**src/design/lfu_pkg.sv**
```systemverilog
// shared types and constants for the lfu cache
package lfu_pkg;
    localparam int unsigned CAPACITY   = 16;
    localparam int unsigned COUNT_BITS = 16;
    localparam int unsigned IDX_BITS   = (CAPACITY > 1) ? $clog2(CAPACITY) : 1;
    localparam int unsigned RANK_BITS  = IDX_BITS;
    localparam int unsigned OCC_BITS   = $clog2(CAPACITY + 1);
    localparam int unsigned CAP_BITS   = 5;
    localparam int unsigned KEY_BITS   = 32;
    localparam int unsigned VAL_BITS   = 32;

    localparam logic [COUNT_BITS-1:0] COUNT_MAX = {COUNT_BITS{1'b1}};

    localparam logic OP_GET = 1'b0;
    localparam logic OP_PUT = 1'b1;

    // commands from controller to datapath
    typedef struct packed {
        logic load;        // capture incoming word
        logic scan_clear;  // reset scan pointer and search results
        logic scan_step;   // examine one entry
        logic touch;       // touch the found entry (value write on put)
        logic evict;       // drop the chosen victim
        logic insert;      // insert new key at free slot
        logic out_load;    // load result register
    } lfu_cmd_t;

    // status from datapath to controller
    typedef struct packed {
        logic is_put;
        logic scan_last;
        logic found;
        logic over_full;   // occupancy >= effective capacity
        logic cap_zero;
    } lfu_sts_t;
endpackage

```
**src/design/lfu_datapath.sv**
```systemverilog
// lfu datapath: entry storage, serial scan, touch, evict and insert
module lfu_datapath (
    input  logic                          clk,
    input  logic                          rst_n,
    input  lfu_pkg::lfu_cmd_t             cmd,
    output lfu_pkg::lfu_sts_t             sts,
    input  logic                          cfg_we,
    input  logic [lfu_pkg::CAP_BITS-1:0]  cfg_data,
    input  logic                          in_op,
    input  logic [lfu_pkg::KEY_BITS-1:0]  in_key,
    input  logic [lfu_pkg::VAL_BITS-1:0]  in_val,
    output logic                          res_hit,
    output logic [lfu_pkg::VAL_BITS-1:0]  res_val
);
    import lfu_pkg::*;

    logic [CAP_BITS-1:0]   cap_reg;
    logic [CAPACITY-1:0]   valid_reg;
    logic [KEY_BITS-1:0]   key_reg   [CAPACITY];
    logic [VAL_BITS-1:0]   value_reg [CAPACITY];
    logic [COUNT_BITS-1:0] cnt_reg   [CAPACITY];
    logic [RANK_BITS-1:0]  rank_reg  [CAPACITY];

    logic                  op_reg;
    logic [KEY_BITS-1:0]   wkey_reg;
    logic [VAL_BITS-1:0]   wval_reg;
    logic [IDX_BITS-1:0]   ptr_reg;
    logic                  found_reg;
    logic [IDX_BITS-1:0]   hit_idx_reg;
    logic                  vic_ok_reg;
    logic [IDX_BITS-1:0]   vic_idx_reg;
    logic                  free_ok_reg;
    logic [IDX_BITS-1:0]   free_idx_reg;
    logic [OCC_BITS-1:0]   occ_reg;

    logic [OCC_BITS-1:0]   eff_cap;
    logic                  better;
    logic [RANK_BITS-1:0]  t_rank;
    logic [RANK_BITS-1:0]  v_rank;

    // effective capacity clipped to storage
    always_comb
    begin
        if (32'(cap_reg) > CAPACITY)
            eff_cap = OCC_BITS'(CAPACITY);
        else
            eff_cap = OCC_BITS'(cap_reg);
    end

    // victim compare for the entry under the scan pointer
    always_comb
    begin
        better = !vic_ok_reg ||
                 (cnt_reg[ptr_reg] < cnt_reg[vic_idx_reg]) ||
                 ((cnt_reg[ptr_reg] == cnt_reg[vic_idx_reg]) &&
                  (rank_reg[ptr_reg] > rank_reg[vic_idx_reg]));
        t_rank = rank_reg[hit_idx_reg];
        v_rank = rank_reg[vic_idx_reg];
    end

    assign sts.is_put    = op_reg;
    assign sts.scan_last = (32'(ptr_reg) == CAPACITY - 1);
    assign sts.found     = found_reg;
    assign sts.over_full = (occ_reg >= eff_cap);
    assign sts.cap_zero  = (eff_cap == '0);

    // control registers
    always_ff @(posedge clk or negedge rst_n)
    begin
        if (!rst_n)
        begin
            cap_reg   <= CAP_BITS'(16);
            valid_reg <= '0;
            occ_reg   <= '0;
            ptr_reg   <= '0;
            found_reg <= 1'b0;
            vic_ok_reg <= 1'b0;
            free_ok_reg <= 1'b0;
            res_hit   <= 1'b0;
        end
        else
        begin
            if (cfg_we)
                cap_reg <= cfg_data;
            if (cmd.scan_clear)
            begin
                ptr_reg     <= '0;
                found_reg   <= 1'b0;
                vic_ok_reg  <= 1'b0;
                free_ok_reg <= 1'b0;
            end
            else if (cmd.scan_step)
            begin
                ptr_reg <= ptr_reg + 1'b1;
                if (valid_reg[ptr_reg])
                begin
                    if (!found_reg && key_reg[ptr_reg] == wkey_reg)
                        found_reg <= 1'b1;
                    if (better)
                        vic_ok_reg <= 1'b1;
                end
                else if (!free_ok_reg)
                    free_ok_reg <= 1'b1;
            end
            if (cmd.evict && vic_ok_reg)
            begin
                valid_reg[vic_idx_reg] <= 1'b0;
                occ_reg <= occ_reg - 1'b1;
            end
            if (cmd.insert && free_ok_reg)
            begin
                valid_reg[free_idx_reg] <= 1'b1;
                occ_reg <= occ_reg + 1'b1;
            end
            if (cmd.out_load)
                res_hit <= found_reg;
        end
    end

    // payload registers
    always_ff @(posedge clk)
    begin
        if (cmd.load)
        begin
            op_reg   <= in_op;
            wkey_reg <= in_key;
            wval_reg <= in_val;
        end
        if (cmd.scan_step)
        begin
            if (valid_reg[ptr_reg])
            begin
                if (!found_reg && key_reg[ptr_reg] == wkey_reg)
                    hit_idx_reg <= ptr_reg;
                if (better)
                    vic_idx_reg <= ptr_reg;
            end
            else if (!free_ok_reg)
                free_idx_reg <= ptr_reg;
        end
        if (cmd.out_load)
            res_val <= found_reg ? value_reg[hit_idx_reg] : '0;
        // rank and count updates, one operation per cycle across all entries
        for (int i = 0; i < CAPACITY; i++)
        begin
            if (cmd.touch)
            begin
                if (IDX_BITS'(i) == hit_idx_reg)
                begin
                    rank_reg[i] <= '0;
                    if (cnt_reg[i] != COUNT_MAX)
                        cnt_reg[i] <= cnt_reg[i] + 1'b1;
                    if (op_reg)
                        value_reg[i] <= wval_reg;
                end
                else if (valid_reg[i] && rank_reg[i] < t_rank)
                    rank_reg[i] <= rank_reg[i] + 1'b1;
            end
            if (cmd.evict && vic_ok_reg && valid_reg[i] && rank_reg[i] > v_rank)
                rank_reg[i] <= rank_reg[i] - 1'b1;
            if (cmd.insert && free_ok_reg)
            begin
                if (IDX_BITS'(i) == free_idx_reg)
                begin
                    key_reg[i]   <= wkey_reg;
                    value_reg[i] <= wval_reg;
                    cnt_reg[i]   <= COUNT_BITS'(1);
                    rank_reg[i]  <= '0;
                end
                else if (valid_reg[i])
                    rank_reg[i] <= rank_reg[i] + 1'b1;
            end
        end
    end
endmodule

```
**src/design/lfu_ctrl.sv**
```systemverilog
// lfu controller state machine
module lfu_ctrl (
    input  logic               clk,
    input  logic               rst_n,
    input  logic               in_valid,
    output logic               in_stall,
    output logic               out_valid,
    input  logic               out_stall,
    output lfu_pkg::lfu_cmd_t  cmd,
    input  lfu_pkg::lfu_sts_t  sts
);
    import lfu_pkg::*;

    typedef enum logic [5:0] {
        S_IDLE  = 6'b000001,
        S_SCAN  = 6'b000010,
        S_DEC   = 6'b000100,
        S_EVICT = 6'b001000,
        S_INS   = 6'b010000,
        S_DONE  = 6'b100000
    } state_t;

    state_t state_reg, state_next;
    logic   ov_reg, ov_next;

    assign in_stall  = (state_reg != S_IDLE) || (ov_reg && out_stall);
    assign out_valid = ov_reg;

    // next state and commands
    always_comb
    begin
        state_next = state_reg;
        ov_next    = ov_reg && out_stall;
        cmd        = '0;
        unique case (state_reg)
            S_IDLE:
            begin
                if (in_valid && !in_stall)
                begin
                    cmd.load       = 1'b1;
                    cmd.scan_clear = 1'b1;
                    state_next     = S_SCAN;
                end
            end
            S_SCAN:
            begin
                cmd.scan_step = 1'b1;
                if (sts.scan_last)
                    state_next = S_DEC;
            end
            S_DEC:
            begin
                if (!sts.is_put)
                begin
                    cmd.out_load = 1'b1;
                    cmd.touch    = sts.found;
                    state_next   = S_DONE;
                end
                else if (sts.cap_zero)
                    state_next = S_IDLE;
                else if (sts.found)
                begin
                    cmd.touch  = 1'b1;
                    state_next = S_IDLE;
                end
                else if (sts.over_full)
                begin
                    cmd.evict  = 1'b1;
                    state_next = S_EVICT;
                end
                else
                begin
                    cmd.insert = 1'b1;
                    state_next = S_IDLE;
                end
            end
            S_EVICT:
            begin
                // rescan for the next victim and the free slot
                cmd.scan_clear = 1'b1;
                state_next     = S_INS;
            end
            S_INS:
            begin
                cmd.scan_step = 1'b1;
                if (sts.scan_last)
                    state_next = S_DEC;
            end
            S_DONE:
            begin
                ov_next    = 1'b1;
                state_next = S_IDLE;
            end
            default: state_next = S_IDLE;
        endcase
    end

    always_ff @(posedge clk or negedge rst_n)
    begin
        if (!rst_n)
        begin
            state_reg <= S_IDLE;
            ov_reg    <= 1'b0;
        end
        else
        begin
            state_reg <= state_next;
            ov_reg    <= ov_next;
        end
    end
endmodule

```
**src/design/lfu_cache_with_lru_tiebreak_core.sv**
```systemverilog
// top level of the lfu cache with lru tie-break
// Fully associative 16-entry key/value cache. Each word is handled by a serial
// scan of all entries, one entry a cycle, for key match, lowest-count/oldest
// victim and first free slot. A get then loads the result register and touches
// a hit; a put that hits touches the entry, a put with room inserts, and a put
// of a new key to a full cache evicts the victim and scans again per eviction.
// A get result sits in an output register and the next word waits while it is
// stalled; one word is worked on at a time.
module lfu_cache_with_lru_tiebreak_core (
    input  logic                          clk,
    input  logic                          rst_n,
    input  logic                          cfg_we,
    input  logic [lfu_pkg::CAP_BITS-1:0]  cfg_data,
    input  logic                          in_valid,
    output logic                          in_stall,
    input  logic                          operation,
    input  logic [lfu_pkg::KEY_BITS-1:0]  lookup_key,
    input  logic [lfu_pkg::VAL_BITS-1:0]  write_value,
    output logic                          out_valid,
    input  logic                          out_stall,
    output logic                          hit,
    output logic [lfu_pkg::VAL_BITS-1:0]  read_value
);
    import lfu_pkg::*;

    lfu_cmd_t cmd;
    lfu_sts_t sts;

    lfu_ctrl u_ctrl (
        .clk(clk), .rst_n(rst_n), .in_valid(in_valid), .in_stall(in_stall),
        .out_valid(out_valid), .out_stall(out_stall), .cmd(cmd), .sts(sts)
    );

    lfu_datapath u_dp (
        .clk(clk), .rst_n(rst_n), .cmd(cmd), .sts(sts),
        .cfg_we(cfg_we), .cfg_data(cfg_data),
        .in_op(operation), .in_key(lookup_key), .in_val(write_value),
        .res_hit(hit), .res_val(read_value)
    );
endmodule

```
**config.mk**
```make
export PLATFORM = sky130hd
export DESIGN_NAME = lfu_cache_with_lru_tiebreak_core
export DESIGN_NICKNAME = d
export VERILOG_FILES = /design/src/design/lfu_pkg.sv /design/src/design/lfu_datapath.sv /design/src/design/lfu_ctrl.sv /design/src/design/lfu_cache_with_lru_tiebreak_core.sv
export SDC_FILE = /design/constraint.sdc
export NUM_CORES = 2
export LEC_CHECK = 0
export ABC_CLOCK_PERIOD_IN_PS = 8700
export BUFFER_PORTS_ARGS = -buffer_cell sky130_fd_sc_hd__buf_2
export CORE_ASPECT_RATIO = 1.25
export CORE_MARGIN = 5
export CORE_UTILIZATION = 30
export DETAILED_ROUTE_END_ITERATION = 16
export GPL_TIMING_DRIVEN = 0
export PLACE_DENSITY = 0.54
export SYNTH_ARGS = -nofsm -noshare
export SYNTH_HDL_FRONTEND = slang
export SYNTH_SLANG_ARGS = --single-unit
```
**constraint.sdc**
```tcl
create_clock -name clk -period 8.7 [get_ports clk]
set_input_delay 1.74 -clock clk [delete_from_list [all_inputs] [get_ports clk]]
set_output_delay 1.74 -clock clk [all_outputs]
set_load 0.1 [all_outputs]
```
After elaboration in Yosys (flattened, before gate mapping) --
Memory sizes are Yosys's and may differ from the RTL's. A register that Yosys moved wholly into a read port is not among the register bits. Cells that the tools add are included.
Word-level totals: output and inout port bits 35, RAM bits 1344, flip-flop bits (word level) 118, memories kept 4, bits of input ports 75, logic and storage cells 1044
Memories:
- u_dp.key_reg | words 16, width 32, read ports 1, clocked after Yosys merged registers in 0, wr ports 1, RTL line lfu_datapath.sv:19 | logic [KEY_BITS-1:0] key_reg [CAPACITY];
- u_dp.value_reg | words 16, width 32, read ports 1, clocked after Yosys merged registers in 1, wr ports 1, RTL line lfu_datapath.sv:20 | logic [VAL_BITS-1:0] value_reg [CAPACITY];
- u_dp.cnt_reg | words 16, width 16, read ports 18, clocked after Yosys merged registers in 1, wr ports 1, RTL line lfu_datapath.sv:21 | logic [COUNT_BITS-1:0] cnt_reg [CAPACITY];
- u_dp.rank_reg | words 16, width 4, read ports 19, clocked after Yosys merged registers in 2, wr ports 16, RTL line lfu_datapath.sv:22 | logic [RANK_BITS-1:0] rank_reg [CAPACITY];
Cells by class: multiplexer cells 648, add/sub/neg operators 51, bitwise operators 101, reduce and logical (&&, ||, !) cells 124, equal/unequal tests 59, $lt $le $gt $ge 41
Operators with widths (number):
- $mux W32 | 46
- $reduce_or A32 Y1 | 30
- $mux W16 | 33
- $mux W4 | 117
- $mux W1 | 436
- $add A16 B1 Y16 const B | 16
- $ne A16 B16 Y1 const B | 16
- $reduce_or A16 Y1 | 15
- $or A1 B1 Y1 | 96
- $add A4 B1 Y4 const B | 17
- $gt A4 B4 Y1 | 17
- $eq A4 B4 Y1 const A | 16
- $lt A4 B4 Y1 | 16
- $sub A4 B1 Y4 const B | 16
- $logic_and A1 B1 Y1 | 56
- $eq A3 B4 Y1 const A | 8
- $eq A32 B32 Y1 | 1
- $mux W6 | 4
- $pmux W6 S4 | 1
- $and A16 B16 Y16 | 1
- $eq A16 B16 Y1 | 1
- $eq A2 B4 Y1 const A | 4
- $lt A16 B16 Y1 | 1
- $not A16 Y16 | 1
- other kinds (33) | 59

Logic depth before layout (Yosys ltp) --
depth after elaboration 28, depth in mapped cells 19, depth with buffers taken out 14

Cells and area by module --
From an unflattened synthesis, not the netlist that was laid out.
Unflattened totals: cells, all modules 4456, area total of the unflattened synthesis 71466.0 um2
By module, submodules not included:
- lfu_datapath | sequential area each 44483.9 um2, cells an instance 4404, times used 1, area each 71005.6 um2
- lfu_ctrl | sequential area each 176.4 um2, cells an instance 52, times used 1, area each 460.4 um2

Worst setup path before layout --
OpenSTA, ideal clock, no wires.
path kind flip-flop to flip-flop, from register u_ctrl.state_reg[1], to memory u_dp.value_reg[13][0], enable pin, library setup time 0.466 ns, slack 3.662 ns, clock period less this slack 5.038 ns, data required time 8.234 ns, arrival time 4.573 ns, buffers on the path 3, cell stages (with the launch flop) 9, cells stage by stage dfrtp_1 > or4_1 > nor3b_2 > o311a_1 > clkbuf_1 > buf_2 > nand2_1 > clkbuf_1 > o21ai_0
On the way: cells in the longest elaborated chain, start to end 22, elaborated cells on any way between the ends 128, those cells by class eq/ne (1); mux (95); bitwise (16); reduce/logical (16)
Ends and longest elaborated chain:
- start: declaration | RTL line lfu_ctrl.sv:23 | state_t state_reg, state_next;
- start signal: assignment | RTL line lfu_ctrl.sv:107 | state_reg <= state_next;
- $eq A6 B3 Y1 * | RTL line lfu_ctrl.sv:35 | unique case (state_reg)
- $mux W4 * | RTL line lfu_ctrl.sv:35
- $logic_and A1 B1 Y1 | RTL line lfu_datapath.sv:161 | if (cmd.insert && free_ok_reg)
- $mux W1 | RTL line lfu_datapath.sv:161
- $mux W1 (implied by the code) | RTL line lfu_datapath.sv:166 | value_reg[i] <= wval_reg;
- $or A1 B1 Y1 (no line)
- $reduce_or A32 Y1 (no line)
- $mux W4 (no line) / $mux W1 (equally long branches) (15 in series)
- end: declaration | RTL line lfu_datapath.sv:20
Every way passes the cells marked *; elsewhere a longest branch is shown, timed or not.

==> impl_results.md <==
- Syn Area/Cell: 16.2 um2
- Worst ir drop on vdd: 0.298 mV
- Fin Clk Skew: approximately 0.064 ns
- Met2 usage: 0.297
- Syn-to-layout area delta: 15.9%
- DR WL/cell: between 20 and 30 um
- Status: finished with violations
- Ys Warns: 0
- Post-synth EDFFs: about 1,400
- RSZ-0062 raised after global routing: false
- Die height: 553 um
- Final setup vio count: 0
- Violations in the final reports: capacitance limit, slew limit
- Synth Instances: 4,365
- Core ar.: approximately 240,000 um2
- P_leak: ~27 nW
- Pwr Density: 216 nW/um2
- Critical Path Source Type: register
- Remaining global-route overflow: 0
- First-pass GRT wire length: between 300,000 and 400,000 um
- NumNets Final: around 4,900
- Initial Util: 0.301
- Worst-Margin Slew: around 1.5 ns
- Fin util: 0.349
- Syn_nets: 4,630
- Final period util: 0.815
- CP Max Fanout: 10
- Largest net degree at the start of global routing: 42
- R2R Setup Slk: about 1.6 ns
- Final hold slack: 0.496 ns
- Finished Layout Cells: about 7,900
- Hold Buf Count CTS: 0
- Worst hold path depth: 1
- H-tree levels: 4
- R2r worst-path depth: 14
- GRT Util Overall: 0.174
- Post-Synthesis Cell Area: about 71,000 um2
- Final Hold Vio Count: 0
- Max Cap Viol: 1
- Drt total wl: between 200,000 and 250,000 um
- CP arrival: a little under 8 ns
- Worst-path clk slew: around 0.070 ns
- DR pass1 iterations: 6
- Max-slew violation count: 1
- Max Freq: between 100 and 150 MHz
- Share of cells above drive strength 1: 0.213
- Post-synthesis sequential area ratio: 0.630
- Hold Crit Class: register to register
- Dominant synthesized flop cell: edfxtp_1
- Final min period: 7.09 ns
- Port bufs: 109
- Met3 Track Usage GR: 0.0298
- TritonCTS clock tree: built
- Hold endpoint: u_dp.occ_reg[4]$_DFFE_PN0P_
- Antenna Nets Post-Route: 0
- Drt via density: between 5 and 6
- Clk root buf: clkbuf_16
- Die W: roughly 440 um
- # resized after CTS: 0
- RD Place Congestion: around 0.94
- Setup Fix Bufs, Post-CTS: 0
- CTS Buf Count: between 150 and 200
- FF-to-FF Start: u_dp.ptr_reg[2]$_DFFE_PN0P_
- Total power: about 0.018 W
- Hold Crit Start: u_dp.occ_reg[4]$_DFFE_PN0P_
- Worst EP required: roughly 9.4 ns
- Met1 Resource Use GR: 0.220
- FFs w/ async S/R, synth: 0.0273
- Cell variety after synth: 73
- Crit path kind: register to register
- Flop and latch count out of synthesis: approximately 1,500
- Worst rel slew slack: -0.00815
- Core Rows: a little under 200
- Vias in the first global route: about 43,000
- IO Pins: 110
- Placed Cells: between 7,000 and 8,000
- Initial antenna violation count: 10
- Kind of end point of the critical path: register
- Clk buf depth: 3
- Detailed Place HPWL: 150,000 um
- Initial DRC Count: 3,977
- Clk_lat worst skew: around 0.84 ns
- DRC Markers: 0
- Setup crit start: u_dp.ptr_reg[2]$_DFFE_PN0P_
- Top Usage Layer GRT: met2
- Die area: 246,000 um2
- Sink Count: about 1,500
- Via count: roughly 42,000
==> cells by family after synthesis <==
logic type                 synth area share
buffers and inverters                0.0171
muxes                                 0.170
adders and majority gates            0.0337
AOI/OAI and AO/OA                    0.0374
and+or+nand+nor                      0.0733
DFF                                   0.630
xor gates and xnor gates             0.0379
==> critical path, cell delays in order (launching register included) <==
cell and delay (ns):
dfrtp_1 0.55, buf_2 0.35, buf_2 0.45, clkbuf_1 0.74, buf_2 0.47, buf_2 0.56
buf_1 0.75, mux4_2 0.62, ha_1 0.31, nand3_1 0.27, a41oi_1 0.51, nand2_1 0.10
nor4_1 0.57, o31ai_1 0.29, mux2_2 0.38
==> cell usage after synthesis (4+ instances only) <==
master | instances | area share
a211oi_1 | 12 | 0.0013
a21o_1 | 15 | 0.0016
a21oi_1 | 74 | 0.0052
a221oi_1 | 31 | 0.0038
a311o_1 | 5 | 0.00071
a31oi_1 | 8 | 0.00071
and2_1 | 58 | 0.0051
and3_1 | 66 | 0.0058
and4_1 | 12 | 0.0015
buf_1 | 33 | 0.0017
buf_2 | 69 | 0.0049
buf_6 | 4 | 0.00064
clkbuf_1 | 71 | 0.0038
clkinv_1 | 14 | 0.00074
dfrtp_1 | 39 | 0.014
dfxtp_1 | 24 | 0.0068
edfxtp_1 | 1437 | 0.61
ha_1 | 189 | 0.033
inv_1 | 96 | 0.0051
mux2_1 | 4 | 0.00064
mux2_2 | 43 | 0.0068
mux2i_1 | 76 | 0.011
mux4_2 | 479 | 0.15
nand2_1 | 219 | 0.012
nand2b_1 | 34 | 0.0030
nand3_1 | 149 | 0.011
nand4_1 | 53 | 0.0047
nor2_1 | 365 | 0.019
nor2b_1 | 65 | 0.0057
nor3_1 | 38 | 0.0027
nor4_1 | 6 | 0.00053
o2111ai_1 | 28 | 0.0035
o211ai_1 | 22 | 0.0023
o21a_1 | 50 | 0.0053
o21ai_0 | 79 | 0.0056
o221ai_1 | 6 | 0.00074
o22a_1 | 4 | 0.00049
o22ai_1 | 22 | 0.0019
o32a_1 | 8 | 0.0011
or2_2 | 4 | 0.00035
or4_1 | 4 | 0.00042
xnor2_1 | 130 | 0.016
xor2_1 | 177 | 0.022
==> report_power, final <==
group	internal (W)	total, W	switching (W)
Sequential	0.00826	0.00859	0.000328
Combinational	0.000847	0.00207	0.00123
Clock	0.00402	0.00708	0.00307
Total	0.0131	0.0177	0.00462
==> how the worst max path moves through the flow <==
stage / endpoint / cells past startpoint
after floorplan: u_dp.value_reg[13][0]$_DFFE_PP_ / 8
after global placement: u_dp.value_reg[9][9]$_DFFE_PP_ / 7
after detailed placement: register / 16
after CTS: register / 16
after global routing: register / 19
final: register / 14
==> metal layers <==
layer | vias to the layer above | share of wire
met5 | - | 0.00016
met4 | 6 | 0.044
met3 | 420 | 0.060
met2 | 1581 | 0.49
met1 | 22320 | 0.40
li1 | 17980 | -
==> stage by stage <==
step	cell area, um2	setup TNS (ns)	setup WS (ns)
floorplan	70900	0	3.66
global placement	75300	-791.31	-2.18
detailed placement	76700	0	1.72
CTS	82100	0	1.72
global route	82100	0	1.55
finish	82100	0	1.61
==> layout make-up <==
cell class / count / area [um2]
inverters: 112 / 420
clock buffers: 195 / 4210
flip-flops and latches: 1502 / 44700
multi-input cells: 2573 / 25200
fillers: 22462 / 153000
plain buffers: 178 / 835
repair buffers: 154 / 1650
well taps: 3115 / 3900
diodes: 5 / 12.5
clock inverters: 103 / 1270
==> layout by cell type (no fill, tap or decap), drive strengths merged, types with 76 or more instances in the layout <==
cell and n:
edfxtp 1437, mux4 479, nor2 365, clkbuf 266, buf 261, nand2 219, ha 189, xor2 177
nand3 149, xnor2 130, inv 101, clkinv 85, o21ai 79, mux2i 76
(Power assumes the default switching activity.)
